--- config.mk ---
export PLATFORM = sky130hd
export DESIGN_NAME = fsla_rsp_buf_flat
export DESIGN_NICKNAME = d
export VERILOG_FILES = /design/src/sv/fsla_pkg.sv /design/src/sv/fsla_ifs.sv /design/src/sv/fsla_rsp_buf.sv /design/src/flat_wrapper.sv
export SDC_FILE = /design/constraint.sdc
export NUM_CORES = 1
export LEC_CHECK = 0
export BUFFER_PORTS_ARGS = -buffer_cell sky130_fd_sc_hd__buf_2
export CORE_UTILIZATION = 45
export DETAILED_ROUTE_END_ITERATION = 8
export PLACE_DENSITY = 0.7
export RECOVER_POWER = 50
export SYNTH_ARGS = -nofsm -noshare
export SYNTH_HDL_FRONTEND = slang
export SYNTH_SLANG_ARGS = --single-unit
export TNS_END_PERCENT = 5
--- constraint.sdc ---
create_clock -name clk_i -period 2.85 [get_ports clk_i]
set_clock_uncertainty 0.15 [all_clocks]
set_input_delay 0.1425 -clock clk_i [delete_from_list [all_inputs] [get_ports clk_i]]
set_output_delay 0.1425 -clock clk_i [all_outputs]
set_load 0.01 [all_outputs]
--- src/sv/fsla_pkg.sv ---
`timescale 1ns / 1ps
package fsla_pkg;

  localparam int unsigned REL_W      = 10;
  localparam int unsigned SLOT_W     = 10;
  localparam int unsigned OFF_W      = 26;
  localparam int unsigned CNT_W      = 11;
  localparam int unsigned CAP_W      = 11;
  localparam int unsigned SIZE_W     = 16;
  localparam int unsigned CFG_IDX_W  = 1;
  localparam int unsigned CFG_DATA_W = 16;

  localparam logic [CNT_W-1:0]  COUNT_MAX        = 11'h7FF;
  localparam logic [CAP_W-1:0]  CAPACITY_RESET   = 11'd0;
  localparam logic [SIZE_W-1:0] SLOT_BYTES_RESET = 16'd1;

  typedef enum logic {
    OP_ALLOC   = 1'b0,
    OP_RELEASE = 1'b1
  } op_e;

  typedef enum logic [CFG_IDX_W-1:0] {
    CFG_CAPACITY   = 1'b0,
    CFG_SLOT_BYTES = 1'b1
  } cfg_reg_e;

  typedef enum logic {
    ST_IDLE = 1'b0,
    ST_LINK = 1'b1
  } state_e;

  typedef struct packed {
    logic              ok;
    logic [SLOT_W-1:0] slot_index;
    logic [OFF_W-1:0]  byte_offset;
    logic [CNT_W-1:0]  live_count;
  } rsp_t;

endpackage

--- src/sv/fsla_ifs.sv ---


interface fsla_rsp_if;
  logic                           valid;
  logic                           ready;
  logic                           ok;
  logic [fsla_pkg::SLOT_W-1:0]    slot_index;
  logic [fsla_pkg::OFF_W-1:0]     byte_offset;
  logic [fsla_pkg::CNT_W-1:0]     live_count;

  modport source (output valid, ok, slot_index, byte_offset, live_count, input ready);
  modport sink   (input valid, ok, slot_index, byte_offset, live_count, output ready);
endinterface


--- src/sv/fsla_rsp_buf.sv ---
`timescale 1ns / 1ps
module fsla_rsp_buf (
  input  logic              clk_i,
  input  logic              rst_ni,
  input  logic              push_i,
  input  fsla_pkg::rsp_t    data_i,
  output logic              space_o,
  fsla_rsp_if.source        rsp_o
);

  fsla_pkg::rsp_t out_d, out_q, skid_d, skid_q;
  logic           out_vld_d, out_vld_q, skid_vld_d, skid_vld_q;
  logic           pop;

  assign pop = out_vld_q && rsp_o.ready;

  always_comb begin
    out_d      = out_q;
    out_vld_d  = out_vld_q;
    skid_d     = skid_q;
    skid_vld_d = skid_vld_q;
    if (!out_vld_q || pop) begin
      if (skid_vld_q) begin
        out_d      = skid_q;
        out_vld_d  = 1'b1;
        skid_d     = data_i;
        skid_vld_d = push_i;
      end else begin
        out_d     = data_i;
        out_vld_d = push_i;
      end
    end else if (push_i) begin
      skid_d     = data_i;
      skid_vld_d = 1'b1;
    end
  end

  always_ff @(posedge clk_i or negedge rst_ni) begin
    if (!rst_ni) begin
      out_vld_q  <= 1'b0;
      skid_vld_q <= 1'b0;
    end else begin
      out_vld_q  <= out_vld_d;
      skid_vld_q <= skid_vld_d;
    end
  end

  always_ff @(posedge clk_i) begin
    out_q  <= out_d;
    skid_q <= skid_d;
  end

  assign space_o           = !skid_vld_q;
  assign rsp_o.valid       = out_vld_q;
  assign rsp_o.ok          = out_q.ok;
  assign rsp_o.slot_index  = out_q.slot_index;
  assign rsp_o.byte_offset = out_q.byte_offset;
  assign rsp_o.live_count  = out_q.live_count;

endmodule

--- src/flat_wrapper.sv ---
// flat-port wrapper written by rule: the top's interface ports become plain ports
module fsla_rsp_buf_flat 
  (clk_i, rst_ni, push_i, data_i, space_o, rsp_o_valid, rsp_o_ok, rsp_o_slot_index, rsp_o_byte_offset, rsp_o_live_count, rsp_o_ready);
  fsla_rsp_if rsp_o_i ();
  input  logic clk_i;
  input  logic rst_ni;
  input  logic push_i;
  input  fsla_pkg::rsp_t data_i;
  output logic space_o;
  output wire logic [$bits(rsp_o_i.valid)-1:0] rsp_o_valid;
  output wire logic [$bits(rsp_o_i.ok)-1:0] rsp_o_ok;
  output wire logic [$bits(rsp_o_i.slot_index)-1:0] rsp_o_slot_index;
  output wire logic [$bits(rsp_o_i.byte_offset)-1:0] rsp_o_byte_offset;
  output wire logic [$bits(rsp_o_i.live_count)-1:0] rsp_o_live_count;
  input wire logic [$bits(rsp_o_i.ready)-1:0] rsp_o_ready;
  assign rsp_o_valid = rsp_o_i.valid;
  assign rsp_o_ok = rsp_o_i.ok;
  assign rsp_o_slot_index = rsp_o_i.slot_index;
  assign rsp_o_byte_offset = rsp_o_i.byte_offset;
  assign rsp_o_live_count = rsp_o_i.live_count;
  assign rsp_o_i.ready = rsp_o_ready;
  fsla_rsp_buf u_core (.clk_i(clk_i), .rst_ni(rst_ni), .push_i(push_i), .data_i(data_i), .space_o(space_o), .rsp_o(rsp_o_i));
endmodule
* After elaboration in Yosys (flattened, before gate mapping) *
Index checks and enable logic that the tools add are counted.

cells by class
  $add $sub $neg = 0
  multiply operators = 0
  divide/modulo/power cells = 0
  magnitude comparators = 0
  equal/unequal tests = 1
  shift operators = 0
  multiplexer cells = 8
  bitwise gates (word level) = 0
  reduce and logical (&&, ||, !) cells = 6

operator list
  kind                                                   number
  2-to-1 mux 48 bit                                      4
  2-to-1 mux 1 bit                                       4
  zero test 1 bit                                        2
  inequality test 2 x 1 -> 1 bit, second input constant  1
  AND reduction 2 bit                                    1
  nonzero test 2 bit                                     1
  logical AND 1 bit                                      1
  logical OR 1 bit                                       1

storage, ports and cells
  flip-flop bits (word level) = 98
  latch bits = 0
  bits in writable memories = 0
  bits in read-only memories = 0
  input bits = 52
  word-level logic and storage cells = 25
  memories kept = 0

* Logic depth before layout (Yosys ltp) *
  word-level depth = 4
  gate-level depth with buffers = 3
  gate-level depth less buffers = 2

* Least setup slack after synthesis *
No wires, ideal clock.

  kind = reg-to-reg
  start = register u_core.out_vld_q, in the netlist u_core.rsp_o.valid
  end = register u_core.out_q, in the netlist u_core.rsp_o.byte_offset[0], enable pin
  arrival = 1518 ps
  path slack = 780 ps
  stages on the path, launching flop included = 3
  buffers on the path = 0
  path through = dfrtp_1 > nor2b_1 > inv_1

on the way
  cells in the longest elaborated chain, start to end = 2
  elaborated cells on any way between the ends = 3

RTL lines
  item                                                         RTL line                                text
  start, declared                                              fsla_rsp_buf.sv:12                      logic out_vld_d, out_vld_q, skid_vld_d, skid_vld_q;
  start signal, assigned                                       fsla_rsp_buf.sv:43                      out_vld_q <= out_vld_d;
  zero test 1 bit / logical AND 1 bit (equally long branches)  fsla_rsp_buf.sv:22, fsla_rsp_buf.sv:15
  logical OR 1 bit *                                           fsla_rsp_buf.sv:22                      if (!out_vld_q || pop) begin
  end signal, assigned                                         fsla_rsp_buf.sv:49                      out_q <= out_d;
  end, declared                                                fsla_rsp_buf.sv:11                      fsla_pkg::rsp_t out_d, out_q, skid_d, skid_q;

Every way passes the cells marked *; elsewhere a longest branch is shown, timed or not.
A chain may end at the register's enable or synchronous reset.

* Final worst setup path *
  start = register u_core.out_vld_q, in the netlist u_core.rsp_o.valid
  end = register u_core.out_q, in the netlist u_core.rsp_o.byte_offset[16], enable pin

The elaborated chain is that of the path after synthesis.

==> metrics.txt <==
RSZ-0062 raised after global routing no; Die Ht approximately 94 µm; max-slew violation count 0; Die Area 8820 µm²; Core Area 8220 µm²; GR Overflow Total 0; Tcrit/Tclk final a little over two thirds; first-pass detailed-route iteration total 6; critical path, cell by cell nor2b_1 -> inv_1 -> buf_4; net count after synthesis between 200 and 250; IO Pins around 100; met1 usage approximately a fifth; vias in the first global route between 1500 and 2000; clock-pin slew on the worst setup and hold paths 90 ps; Yosys cell types 10; Worst path slowest cell inv_1; Worst EP required around 2800 ps; Worst path max stage delay around 600 ps; Clock Path Buffers 2; Post-CTS Setup Inserts 0; CP Class reg2reg; Detailed Place HPWL a little over 4000 µm; flop and latch count out of synthesis 98; Port-buffer cells between 100 and 150; Seq/Total Area, Yosys 77.1%; Static Leakage roughly 1.8 nW; design area 4940 µm²; DR iter-0 viols between 60 and 70; diode count 0; CTS Buf Count 9; Pwr Total between 3 and 4 mW; R2R setup slack 870 ps; Mapped Avg Cell Area around 24 µm²; WHS ~150 ps; CP Max Fanout 21; post-route setup TNS 0 ps; Least-Margin Pin Slew 791 ps; Final Hold Viols 0; hold buffers post-CTS between 50 and 60; Initial Utilization between 40 and 50%; worst rel slew slack a little under half; # rows 33; worst vdd ir around 0.00034 V; largest net degree at the start of global routing 31; Fmax between 500 and 600 MHz; Resize count post-CTS 0; Layout area overhead 29.8%; CTS tree built; post-route minimum period around 2000 ps; Post-Syn Instances 158; grt met3 use ~2.7%; layout cells sized above 1 about a fifth; Area after DPL between 4000 and 5000 µm²; Via Count just under 2000; CTS sink count a little under 100; Yosys warning total 0; Max-cap violations 0; per-cell routed wire length 15.3 µm; most used routing layer in global routing met2; Root Driver clkbuf_8; H-tree Lvls 3; first-pass GRT wire length 9600 µm; WP data arrival around 1900 ps; drt total wl about 6600 µm; pwr/cell area 668 nW/µm²; # DRC 0; drt via density 4.54; Die Width 93.9 µm; routing usage on met2 ~25%; synthesized area approximately 3800 µm²; Final Wtd Congestion 0.650; Min-Delay Path Class in2reg; Setup Viol. Count Final 0; worst-skew pair later-pin latency 350 ps; startpoint types flop; Worst setup EP type flop; global-route usage over all layers between 10% and 20%; post-route ant nets 0; layout net count 371; status complete, no violations; initial antenna violation count 0
-- synth_stat cells (all sizes together) --
| master | instances | area share (%) |
|---|---|---|
| edfxtp | 96 | 76 |
| mux2 | 49 | 19 |
| dfrtp | 2 | 1.3 |
| buf | 6 | 2.9 |
| nor2b | 1 | 0.16 |
| inv | 2 | 0.20 |
| maj3 | 1 | 0.30 |
| or3 | 1 | 0.16 |
-- cells in the final DEF (no fill, tap or decap) --
cell type       n
mux2_1         18
buf_2           8
clkbuf_8       11
mux2_2          2
dlygate4sd3_1  51
nor2b_1         1
dfrtp_1         1
clkinv_4        1
clkbuf_1       93
inv_6           1
dfrtp_4         1
bufinv_16       2
or3_1           1
edfxtp_1       96
clkinvlp_4      1
buf_12          1
maj3_2          1
mux2_4         29
buf_4           3
inv_1           2
-- registers in the layout, summed over array words and instances, names as in the netlist --
name,cells
u_core.skid_q,48
u_core.rsp_o.byte_offset,26
u_core.rsp_o.live_count,11
u_core.rsp_o.slot_index,10
u_core.rsp_o.ok,1
u_core.rsp_o.valid,1
u_core.skid_vld_q,1
-- area by class of cell --
class / instances / area (µm²)
Clock inverter: 5 / 85.1
Tap cell: 105 / 131
Fill cell: 674 / 3280
Timing Repair Buffer: 156 / 942
Inverter: 2 / 7.51
Clock buffer: 11 / 151
Multi-Input combinational cell: 52 / 684
Sequential cell: 98 / 2940
-- routing by layer --
layer	vias to the layer above	share of wire [%]
met3	13	4.0
met1	929	44
met2	62	49
met4	0	2.4
li1	943	-
met5	-	0
-- path summary, 6_finish.rpt --
| check | start | to | cells after the start |
|---|---|---|---|
| hold reg to reg | u_core.skid_q[1] | u_core.rsp_o.live_count[1] | 1 |
| min in group asynchronous | rst_ni | u_core.rsp_o.valid | 3 |
| setup reg to reg | u_core.rsp_o.valid | u_core.rsp_o.byte_offset[16] | 3 |
| hold / removal | rsp_o_ready | u_core.skid_vld_q | 3 |
| setup / recovery | u_core.rsp_o.valid | u_core.rsp_o.byte_offset[16] | 3 |
| max in group asynchronous | rst_ni | u_core.skid_vld_q | 3 |
-- critical path: cells and delay by family (launching register included) --
| kind | cells | cell delay, ps |
|---|---|---|
| flops | 1 | 380 |
| buf+inv | 2 | 960 |
| simple gates | 1 | 170 |
-- power by group --
| part | leakage, nW | switching (mW) | total (mW) | internal [mW] |
|---|---|---|---|---|
| clock network | 0.116 | 0.463 | 1.01 | 0.547 |
| registers | 0.963 | 0.0575 | 1.84 | 1.79 |
| logic | 0.703 | 0.219 | 0.445 | 0.227 |
-- cells by family (layout without fill, tap and decap cells) --
family                     after synthesis  in the layout  share of synthesized area, %
muxes                                   49             49                          19.1
DFF                                     98             98                          77.1
and+or+nand+nor                          2              2                         0.329
buffers and inverters                    8            174                          3.13
adders and majority gates                1              1                         0.296
-- stage by stage --
stage          setup slack [ps]  utilization [%]  instances
2_1_floorplan               780                -        158
3_3_place_gp                840             53.3        362
3_5_place_dp                823             53.3        362
4_1_cts                     820             62.3        429
5_1_grt                     705             60.1        429
6_report                    869             60.1        429
(Power assumes the default switching activity.)
